### config.mk
export PLATFORM = sky130hd
export DESIGN_NAME = stuffed_frame_crc32_receiver
export DESIGN_NICKNAME = d
export VERILOG_FILES = /design/src/sfcr_pkg.sv /design/src/sfcr_ctrl.sv /design/src/sfcr_datapath.sv /design/src/stuffed_frame_crc32_receiver.sv
export SDC_FILE = /design/constraint.sdc
export NUM_CORES = 1
export LEC_CHECK = 0
export BUFFER_PORTS_ARGS = -buffer_cell sky130_fd_sc_hd__buf_2
export CORE_UTILIZATION = 52
export CTS_CLUSTER_SIZE = 8
export DETAILED_ROUTE_END_ITERATION = 12
export PLACE_DENSITY = 0.7
export SLEW_MARGIN = 20
export SYNTH_ARGS = -nofsm -noshare
export SYNTH_HDL_FRONTEND = slang
export SYNTH_SLANG_ARGS = --single-unit
### constraint.sdc
create_clock -name clk_i -period 4.5 [get_ports clk_i]
set_input_delay 0.9 -clock clk_i [delete_from_list [all_inputs] [get_ports clk_i]]
set_output_delay 0.9 -clock clk_i [all_outputs]
set_load 0.02 [all_outputs]
### src/sfcr_pkg.sv
// Shared types, constants and the CRC byte update for the stuffed frame receiver.
package sfcr_pkg;

  // Line codes and CRC constants.
  localparam logic [7:0]  MarkByte = 8'hAA;
  localparam logic [7:0]  FillByte = 8'h55;
  localparam logic [31:0] CrcPoly  = 32'hEDB8_8320;
  localparam logic [31:0] CrcInit  = 32'hFFFF_FFFF;

  // Payload store geometry and field widths.
  localparam int StoreDepth = 64;
  localparam int IdxW       = 6;
  localparam int LenW       = 7;
  localparam int IdW        = 6;
  localparam int MaxFramePayloadDefault = 64;

  // Receiver phases plus the two replay states.
  typedef enum logic [3:0] {
    PH_SEARCH,
    PH_ID,
    PH_LEN,
    PH_DATA,
    PH_CRC3,
    PH_CRC2,
    PH_CRC1,
    PH_CRC0,
    PH_END,
    PH_RD,
    PH_EMIT
  } phase_e;

  // Commands from the controller to the datapath.
  typedef struct packed {
    logic id_load;
    logic len_load;
    logic data_write;
    logic crc_init;
    logic crc_feed;
    logic rx_shift;
    logic rep_clear;
    logic rep_read;
    logic emit;
  } ctrl_cmd_t;

  // Status from the datapath to the controller.
  typedef struct packed {
    logic is_mark;
    logic is_fill;
    logic len_zero;
    logic len_ok;
    logic last_data;
    logic crc_ok;
    logic frame_empty;
    logic rep_last;
    logic out_free;
  } dp_status_t;

  // Reflected CRC-32 update over one byte.
  function automatic logic [31:0] crc_feed(input logic [31:0] crc, input logic [7:0] b);
    logic [31:0] c;
    c = crc ^ {24'h0, b};
    for (int k = 0; k < 8; k++) begin
      c = c[0] ? ((c >> 1) ^ CrcPoly) : (c >> 1);
    end
    return c;
  endfunction

endpackage

### src/sfcr_ctrl.sv
// Controller state machine: frame phases, header run tracking and replay sequencing.
module sfcr_ctrl import sfcr_pkg::*; (
  input  logic       clk_i,
  input  logic       rst_ni,
  input  logic       in_valid_i,
  output logic       in_stall_o,
  input  dp_status_t status_i,
  output ctrl_cmd_t  cmd_o
);

  phase_e     state_q, state_d;
  logic [1:0] hr_q, hr_d;
  logic       replaying;
  logic       accept;
  logic       data_byte;

  // Input is held off only while a frame is replayed.
  assign replaying  = (state_q == PH_RD) || (state_q == PH_EMIT);
  assign in_stall_o = replaying;
  assign accept     = in_valid_i && !replaying;
  // A byte after two marks is a stuff check and issues no datapath command.
  assign data_byte  = accept && (hr_q != 2'd2);

  // Next state and header run.
  always_comb begin
    state_d = state_q;
    hr_d    = hr_q;
    if (state_q == PH_RD) begin
      state_d = PH_EMIT;
    end else if (state_q == PH_EMIT) begin
      if (status_i.out_free && status_i.rep_last) begin
        state_d = PH_SEARCH;
      end else if (status_i.out_free) begin
        state_d = PH_RD;
      end
    end else if (accept && hr_q == 2'd2) begin
      hr_d = 2'd0;
      if (status_i.is_mark) begin
        state_d = PH_ID;
      end else if (!status_i.is_fill) begin
        state_d = PH_SEARCH;
      end
    end else if (accept) begin
      hr_d = status_i.is_mark ? hr_q + 2'd1 : 2'd0;
      case (state_q)
        PH_SEARCH: state_d = PH_SEARCH;
        PH_ID:     state_d = PH_LEN;
        PH_LEN: begin
          if (status_i.len_zero) begin
            state_d = PH_CRC3;
          end else if (status_i.len_ok) begin
            state_d = PH_DATA;
          end else begin
            state_d = PH_SEARCH;
          end
        end
        PH_DATA: begin
          if (status_i.last_data) begin
            state_d = PH_CRC3;
          end
        end
        PH_CRC3: state_d = PH_CRC2;
        PH_CRC2: state_d = PH_CRC1;
        PH_CRC1: state_d = PH_CRC0;
        PH_CRC0: state_d = status_i.crc_ok ? PH_END : PH_SEARCH;
        PH_END: begin
          if (!status_i.is_fill) begin
            state_d = PH_SEARCH;
          end else if (status_i.frame_empty) begin
            state_d = PH_EMIT;
          end else begin
            state_d = PH_RD;
          end
        end
        default: state_d = PH_SEARCH;
      endcase
    end
  end

  // Datapath commands.
  always_comb begin
    cmd_o            = '0;
    cmd_o.id_load    = data_byte && (state_q == PH_ID);
    cmd_o.len_load   = data_byte && (state_q == PH_LEN);
    cmd_o.data_write = data_byte && (state_q == PH_DATA);
    cmd_o.crc_init   = data_byte && (state_q == PH_ID);
    cmd_o.crc_feed   = data_byte && ((state_q == PH_ID) || (state_q == PH_LEN) ||
                                     (state_q == PH_DATA));
    cmd_o.rx_shift   = data_byte && ((state_q == PH_CRC3) || (state_q == PH_CRC2) ||
                                     (state_q == PH_CRC1) || (state_q == PH_CRC0));
    cmd_o.rep_clear  = data_byte && (state_q == PH_END) && status_i.is_fill;
    cmd_o.rep_read   = (state_q == PH_RD);
    cmd_o.emit       = (state_q == PH_EMIT) && status_i.out_free;
  end

  // State registers.
  always_ff @(posedge clk_i or negedge rst_ni) begin
    if (!rst_ni) begin
      state_q <= PH_SEARCH;
      hr_q    <= 2'd0;
    end else begin
      state_q <= state_d;
      hr_q    <= hr_d;
    end
  end

endmodule

### src/sfcr_datapath.sv
// Datapath: CRC accumulator, frame header registers, payload store and output register.
module sfcr_datapath import sfcr_pkg::*; #(
  parameter int MaxFramePayload = MaxFramePayloadDefault
) (
  input  logic             clk_i,
  input  logic             rst_ni,
  input  logic [7:0]       line_byte_i,
  input  ctrl_cmd_t        cmd_i,
  output dp_status_t       status_o,
  output logic             out_valid_o,
  input  logic             out_stall_i,
  output logic [IdW-1:0]   frame_id_o,
  output logic [LenW-1:0]  payload_length_o,
  output logic [IdxW-1:0]  byte_index_o,
  output logic [7:0]       data_value_o,
  output logic             has_data_o,
  output logic             last_o
);

  logic [31:0]     crc_q;
  logic [31:0]     rx_q;
  logic [IdW-1:0]  id_q;
  logic [LenW-1:0] remaining_q;
  logic [LenW-1:0] frame_len_q;
  logic [IdxW-1:0] wr_idx_q;
  logic [IdxW-1:0] rep_idx_q;
  logic [7:0]      rd_data_q;
  logic [7:0]      store_q [StoreDepth];

  logic            out_valid_q;
  logic [IdW-1:0]  out_id_q;
  logic [LenW-1:0] out_len_q;
  logic [IdxW-1:0] out_idx_q;
  logic [7:0]      out_data_q;
  logic            out_has_q;
  logic            out_last_q;

  logic [31:0]     crc_base;

  // Status toward the controller.
  assign status_o.is_mark     = (line_byte_i == MarkByte);
  assign status_o.is_fill     = (line_byte_i == FillByte);
  assign status_o.len_zero    = (line_byte_i == 8'h00);
  assign status_o.len_ok      = (line_byte_i <= 8'(MaxFramePayload));
  assign status_o.last_data   = (remaining_q == LenW'(1));
  assign status_o.crc_ok      = ({rx_q[23:0], line_byte_i} == ~crc_q);
  assign status_o.frame_empty = (frame_len_q == '0);
  assign status_o.rep_last    = (frame_len_q == '0) ||
                                (({1'b0, rep_idx_q} + LenW'(1)) == frame_len_q);
  assign status_o.out_free    = !out_valid_q || !out_stall_i;

  assign crc_base = cmd_i.crc_init ? CrcInit : crc_q;

  // Frame header, CRC and index registers.
  always_ff @(posedge clk_i) begin
    if (cmd_i.crc_feed) begin
      crc_q <= crc_feed(crc_base, line_byte_i);
    end
    if (cmd_i.rx_shift) begin
      rx_q <= {rx_q[23:0], line_byte_i};
    end
    if (cmd_i.id_load) begin
      id_q     <= line_byte_i[IdW-1:0];
      wr_idx_q <= '0;
    end
    if (cmd_i.len_load) begin
      remaining_q <= line_byte_i[LenW-1:0];
      frame_len_q <= line_byte_i[LenW-1:0];
    end
    if (cmd_i.data_write) begin
      wr_idx_q    <= wr_idx_q + IdxW'(1);
      remaining_q <= remaining_q - LenW'(1);
    end
    if (cmd_i.rep_clear) begin
      rep_idx_q <= '0;
    end else if (cmd_i.emit) begin
      rep_idx_q <= rep_idx_q + IdxW'(1);
    end
  end

  // Payload store: one write port, one registered read port.
  always_ff @(posedge clk_i) begin
    if (cmd_i.data_write) begin
      store_q[wr_idx_q] <= line_byte_i;
    end
    if (cmd_i.rep_read) begin
      rd_data_q <= store_q[rep_idx_q];
    end
  end

  // Output item register.
  always_ff @(posedge clk_i or negedge rst_ni) begin
    if (!rst_ni) begin
      out_valid_q <= 1'b0;
    end else if (cmd_i.emit) begin
      out_valid_q <= 1'b1;
    end else if (!out_stall_i) begin
      out_valid_q <= 1'b0;
    end
  end

  always_ff @(posedge clk_i) begin
    if (cmd_i.emit) begin
      out_id_q   <= id_q;
      out_len_q  <= frame_len_q;
      out_idx_q  <= rep_idx_q;
      out_data_q <= status_o.frame_empty ? 8'h00 : rd_data_q;
      out_has_q  <= !status_o.frame_empty;
      out_last_q <= status_o.rep_last;
    end
  end

  assign out_valid_o      = out_valid_q;
  assign frame_id_o       = out_id_q;
  assign payload_length_o = out_len_q;
  assign byte_index_o     = out_idx_q;
  assign data_value_o     = out_data_q;
  assign has_data_o       = out_has_q;
  assign last_o           = out_last_q;

endmodule

### src/stuffed_frame_crc32_receiver.sv
// Top level of the byte-stuffed frame receiver with CRC-32 check.
//
//  Channel  Direction  Handshake               Payload
//  in       input      in_valid_i/in_stall_o   line_byte_i
//  out      output     out_valid_o/out_stall_i frame_id_o, payload_length_o, byte_index_o,
//                                              data_value_o, has_data_o, last_o
//
// A line byte is taken in one cycle while a frame is being received.
// A good end byte starts a replay in which each result takes a store read, then an output
// register load; input is held off for the whole replay, and an empty frame skips the
// store read. Output stalls lengthen the replay.
// Reset (asynchronous, active low) returns to searching for a start of frame.
module stuffed_frame_crc32_receiver import sfcr_pkg::*; #(
  parameter int MaxFramePayload = MaxFramePayloadDefault
) (
  input  logic            clk_i,
  input  logic            rst_ni,
  input  logic            in_valid_i,
  output logic            in_stall_o,
  input  logic [7:0]      line_byte_i,
  output logic            out_valid_o,
  input  logic            out_stall_i,
  output logic [IdW-1:0]  frame_id_o,
  output logic [LenW-1:0] payload_length_o,
  output logic [IdxW-1:0] byte_index_o,
  output logic [7:0]      data_value_o,
  output logic            has_data_o,
  output logic            last_o
);

  ctrl_cmd_t  cmd;
  dp_status_t status;

  // Frame phase controller.
  sfcr_ctrl u_ctrl (
    .clk_i      (clk_i),
    .rst_ni     (rst_ni),
    .in_valid_i (in_valid_i),
    .in_stall_o (in_stall_o),
    .status_i   (status),
    .cmd_o      (cmd)
  );

  // Datapath with payload store and output register.
  sfcr_datapath #(
    .MaxFramePayload (MaxFramePayload)
  ) u_datapath (
    .clk_i            (clk_i),
    .rst_ni           (rst_ni),
    .line_byte_i      (line_byte_i),
    .cmd_i            (cmd),
    .status_o         (status),
    .out_valid_o      (out_valid_o),
    .out_stall_i      (out_stall_i),
    .frame_id_o       (frame_id_o),
    .payload_length_o (payload_length_o),
    .byte_index_o     (byte_index_o),
    .data_value_o     (data_value_o),
    .has_data_o       (has_data_o),
    .last_o           (last_o)
  );

endmodule

==> results.py <==
metrics = {
    "synth": {
        "synth-edff-count": 631,
        "ys_types": 48,
        "yosysWarnings": 0,
        "ys_seq_area_share_pct": 72.8,
        "ys_seq_elements": 644,
        "ys.flop_type": "edfxtp_1",
        "async_flop_share_pct": 1.09,
        "syn_avg_cell_area_um2": 19.4,
        "syn_area_um2": 26400,
        "syn-num-nets": 1380,
        "syn_inst": 1363,
    },
    "cts": {
        "cts_buffers": 90,
        "clk_pin_slew_ns": 0.05,
        "cts-resized-gates": 0,
        "clk_path_buf_depth": 3,
        "htreeDepth": 3,
        "ctsHoldBuffers": 0,
        "cts.sinks": 644,
        "cts_setup_buffers": 0,
        "cts_root_buffer": "clkbuf_16",
        "tritoncts": "built",
        "clk_latency_ns": 0.64,
    },
    "routing": {
        "wl_um": 59700,
        "routedWlPerCell_um": 27.9,
        "drcViolationCount": 0,
        "drtIter0Drc": 1335,
        "antenna_left": 0,
        "vias": 13000,
        "drtPass1Iterations": 5,
        "viasPerCell": 6.07,
    },
    "timing": {
        "worst-slew-pin-transition_ns": 0.888,
        "fin_setup_tns_ns": 0,
        "hold_viol": 0,
        "fin_crit_ns": 3.42,
        "finalSetupViolations": 0,
        "max_slew_margin_pct": 40.8,
        "worst_clock_skew_ns": 0.0352,
        "max_freq_mhz": 292,
        "finalCritPeriodShare_pct": 76.1,
        "rsz0062_at_grt": "no",
        "final_max_slew_viol_count": 0,
    },
    "floorplanning": {
        "die-area_um2": 51700,
        "num_rows": 82,
        "start_util_pct": 52.7,
        "io_pins": 43,
        "die_w_um": 227,
        "core_area_um2": 50200,
        "chipHeight_um": 227,
    },
    "job": {
        "drv_cap": 0,
    },
    "global_route": {
        "grt_overflow": 0,
        "grt_max_degree": 70,
        "grt_first_pass_wirelength_um": 88800,
        "gr-usage-all-layers_pct": 24.2,
        "antenna_found_initial": 7,
        "grt_pass1_vias": 13200,
    },
    "setup_path": {
        "r2r-start": "u_ctrl.hr_q[0]",
        "r2r_slack_ns": 1.08,
        "crit_type": "flop to flop",
        "required_ns": 4.75,
        "worstReg2RegEnd": "u_datapath.store_q[0][1]",
        "crit_path_end_kind": "flop",
        "cp-endpoint": "u_datapath.store_q[0][1]",
        "cp_max_fo": 9,
        "critPathArrivalTime_ns": 3.67,
        "cp-start-kind": "flop",
        "worstSetupStartpoint": "u_ctrl.hr_q[0]",
        "reg2reg_depth": 6,
    },
    "pwr": {
        "vdd_drop_max_mv": 0.337,
        "finalPower_mw": 12.9,
        "p_leak_nw": 9.37,
        "powerDensity_nw_per_um2": 433,
    },
    "hold_path": {
        "min_path_type": "input port to asynchronous set/reset pin",
    },
    "final_layout": {
        "instances_no_fill": 2140,
        "nets": 1460,
        "drive_gt1_share_pct": 24.1,
        "final_cell_mix": "631 x edfxtp_1, 161 x mux4_2, 110 x nor2_1",
        "syn_to_final_growth_pct": 13.0,
        "final_common_cell": "edfxtp_1",
    },
    "place": {
        "port_buffers": 42,
        "hpwl_um": 36800,
        "place_congestion": 0.834,
        "dpl.cell_count": 2023,
    },
    "outcome": {
        "status": "complete, no violations",
    },
}
cells by family after synthesis:
logic type,after synthesis,synth area share [%]
and+or+nand+nor,240,4.55
adders and majority gates,5,0.237
muxes,170,14.1
xor gates and xnor gates,156,5.49
AOI/OAI and AO/OA,56,1.33
buffers and inverters,92,1.55
DFF,644,72.8
per-stage QoR:
step / instance area [um^2] / setup WS (ns) / utilization, % / hold WS [ns]
after floorplan: 26400 / 1.03 / - / 0.400
after global placement: 27400 / 1.01 / 54.6 / 0.403
after detailed placement: 27400 / 0.809 / 54.6 / 0.410
after CTS: 29900 / 1.13 / 59.5 / 0.108
after global routing: 29900 / 0.902 / 59.5 / 0.126
final: 29900 / 1.08 / 59.5 / 0.121
cell usage after synthesis (4+ instances only):
| master | n | area [um^2] |
|---|---|---|
| nor2b_1 | 9 | 56.3 |
| nand2b_1 | 7 | 43.8 |
| nand4_1 | 15 | 93.8 |
| and2_1 | 14 | 87.6 |
| edfxtp_1 | 631 | 18900 |
| nor3b_1 | 4 | 30.0 |
| nand3_1 | 12 | 60.1 |
| nand2_1 | 24 | 90.1 |
| a21oi_1 | 20 | 100 |
| inv_1 | 7 | 26.3 |
| xor2_1 | 61 | 534 |
| clkbuf_1 | 45 | 169 |
| mux4_2 | 161 | 3630 |
| buf_1 | 8 | 30.0 |
| nor3_1 | 6 | 30.0 |
| ha_1 | 5 | 62.6 |
| nor2_1 | 111 | 417 |
| mux2i_1 | 9 | 90.1 |
| buf_4 | 7 | 52.6 |
| o21ai_0 | 14 | 70.1 |
| a211oi_1 | 9 | 67.6 |
| or3_1 | 11 | 68.8 |
| nand3b_1 | 7 | 52.6 |
| xnor2_2 | 7 | 114 |
| buf_2 | 24 | 120 |
| dfrtp_1 | 7 | 175 |
| nor4_1 | 8 | 50.1 |
| dfxtp_1 | 6 | 120 |
| xnor2_1 | 86 | 753 |
worst max-delay path: stages, from the launching register on:
cell and delay [ns]:
dfrtp_1 0.37, inv_1 0.06, ha_1 0.33, or4b_1 0.67
nor2_1 0.32, nand3b_1 0.53, nor2_1 0.77
area by class of cell:
class | instances | area (um^2)
tap | 672 | 841
multi-input combinational | 627 | 6810
antenna | 1 | 2.50
timing repair buffer | 73 | 480
clock inverter | 7 | 119
inverter | 7 | 26.3
sequential | 644 | 19300
fill | 3537 | 20300
clock buffer | 109 | 2340
where the power goes:
| group | total (mW) | leakage [nW] | switching (mW) | internal [mW] |
|---|---|---|---|---|
| Clock | 6.01 | 1.20 | 2.39 | 3.62 |
| Combinational | 0.311 | 2.36 | 0.207 | 0.104 |
| Sequential | 6.60 | 5.82 | 0.00277 | 6.60 |
routing by layer:
layer | wire length (um) | global-route usage, %
met1 | 25000 | 34.1
met3 | 5010 | 5.67
met5 | 10 | 0
met2 | 28200 | 37.5
met4 | 1430 | 7.88
sequential cells by signal (all words and copies together) (netlist names):
name,cells
u_datapath.store_q,512
u_datapath.crc_q,32
u_datapath.rx_q,24
u_datapath.data_value_o,8
u_datapath.rd_data_q,8
u_datapath.frame_len_q,7
u_datapath.payload_length_o,7
u_datapath.remaining_q,7
u_datapath.byte_index_o,6
u_datapath.frame_id_o,6
u_datapath.id_q,6
u_datapath.rep_idx_q,6
u_datapath.wr_idx_q,6
u_ctrl.state_q,4
u_ctrl.hr_q,2
u_datapath.has_data_o,1
u_datapath.last_o,1
u_datapath.out_valid_o,1
worst min path at each step:
stage	start	to	slack, ns	cells past startpoint
2_1_floorplan	u_datapath.id_q[0]	u_datapath.frame_id_o[0]	0.40	0
3_3_place_gp	u_datapath.id_q[3]	u_datapath.frame_id_o[3]	0.40	0
3_5_place_dp	u_datapath.id_q[0]	u_datapath.frame_id_o[0]	0.41	0
4_1_cts	rst_ni	u_ctrl.state_q[3]	0.11	1
6_report	rst_ni	u_ctrl.state_q[3]	0.12	1
5_1_grt	rst_ni	u_ctrl.state_q[3]	0.13	1
Power figures use the tool's default switching activity.
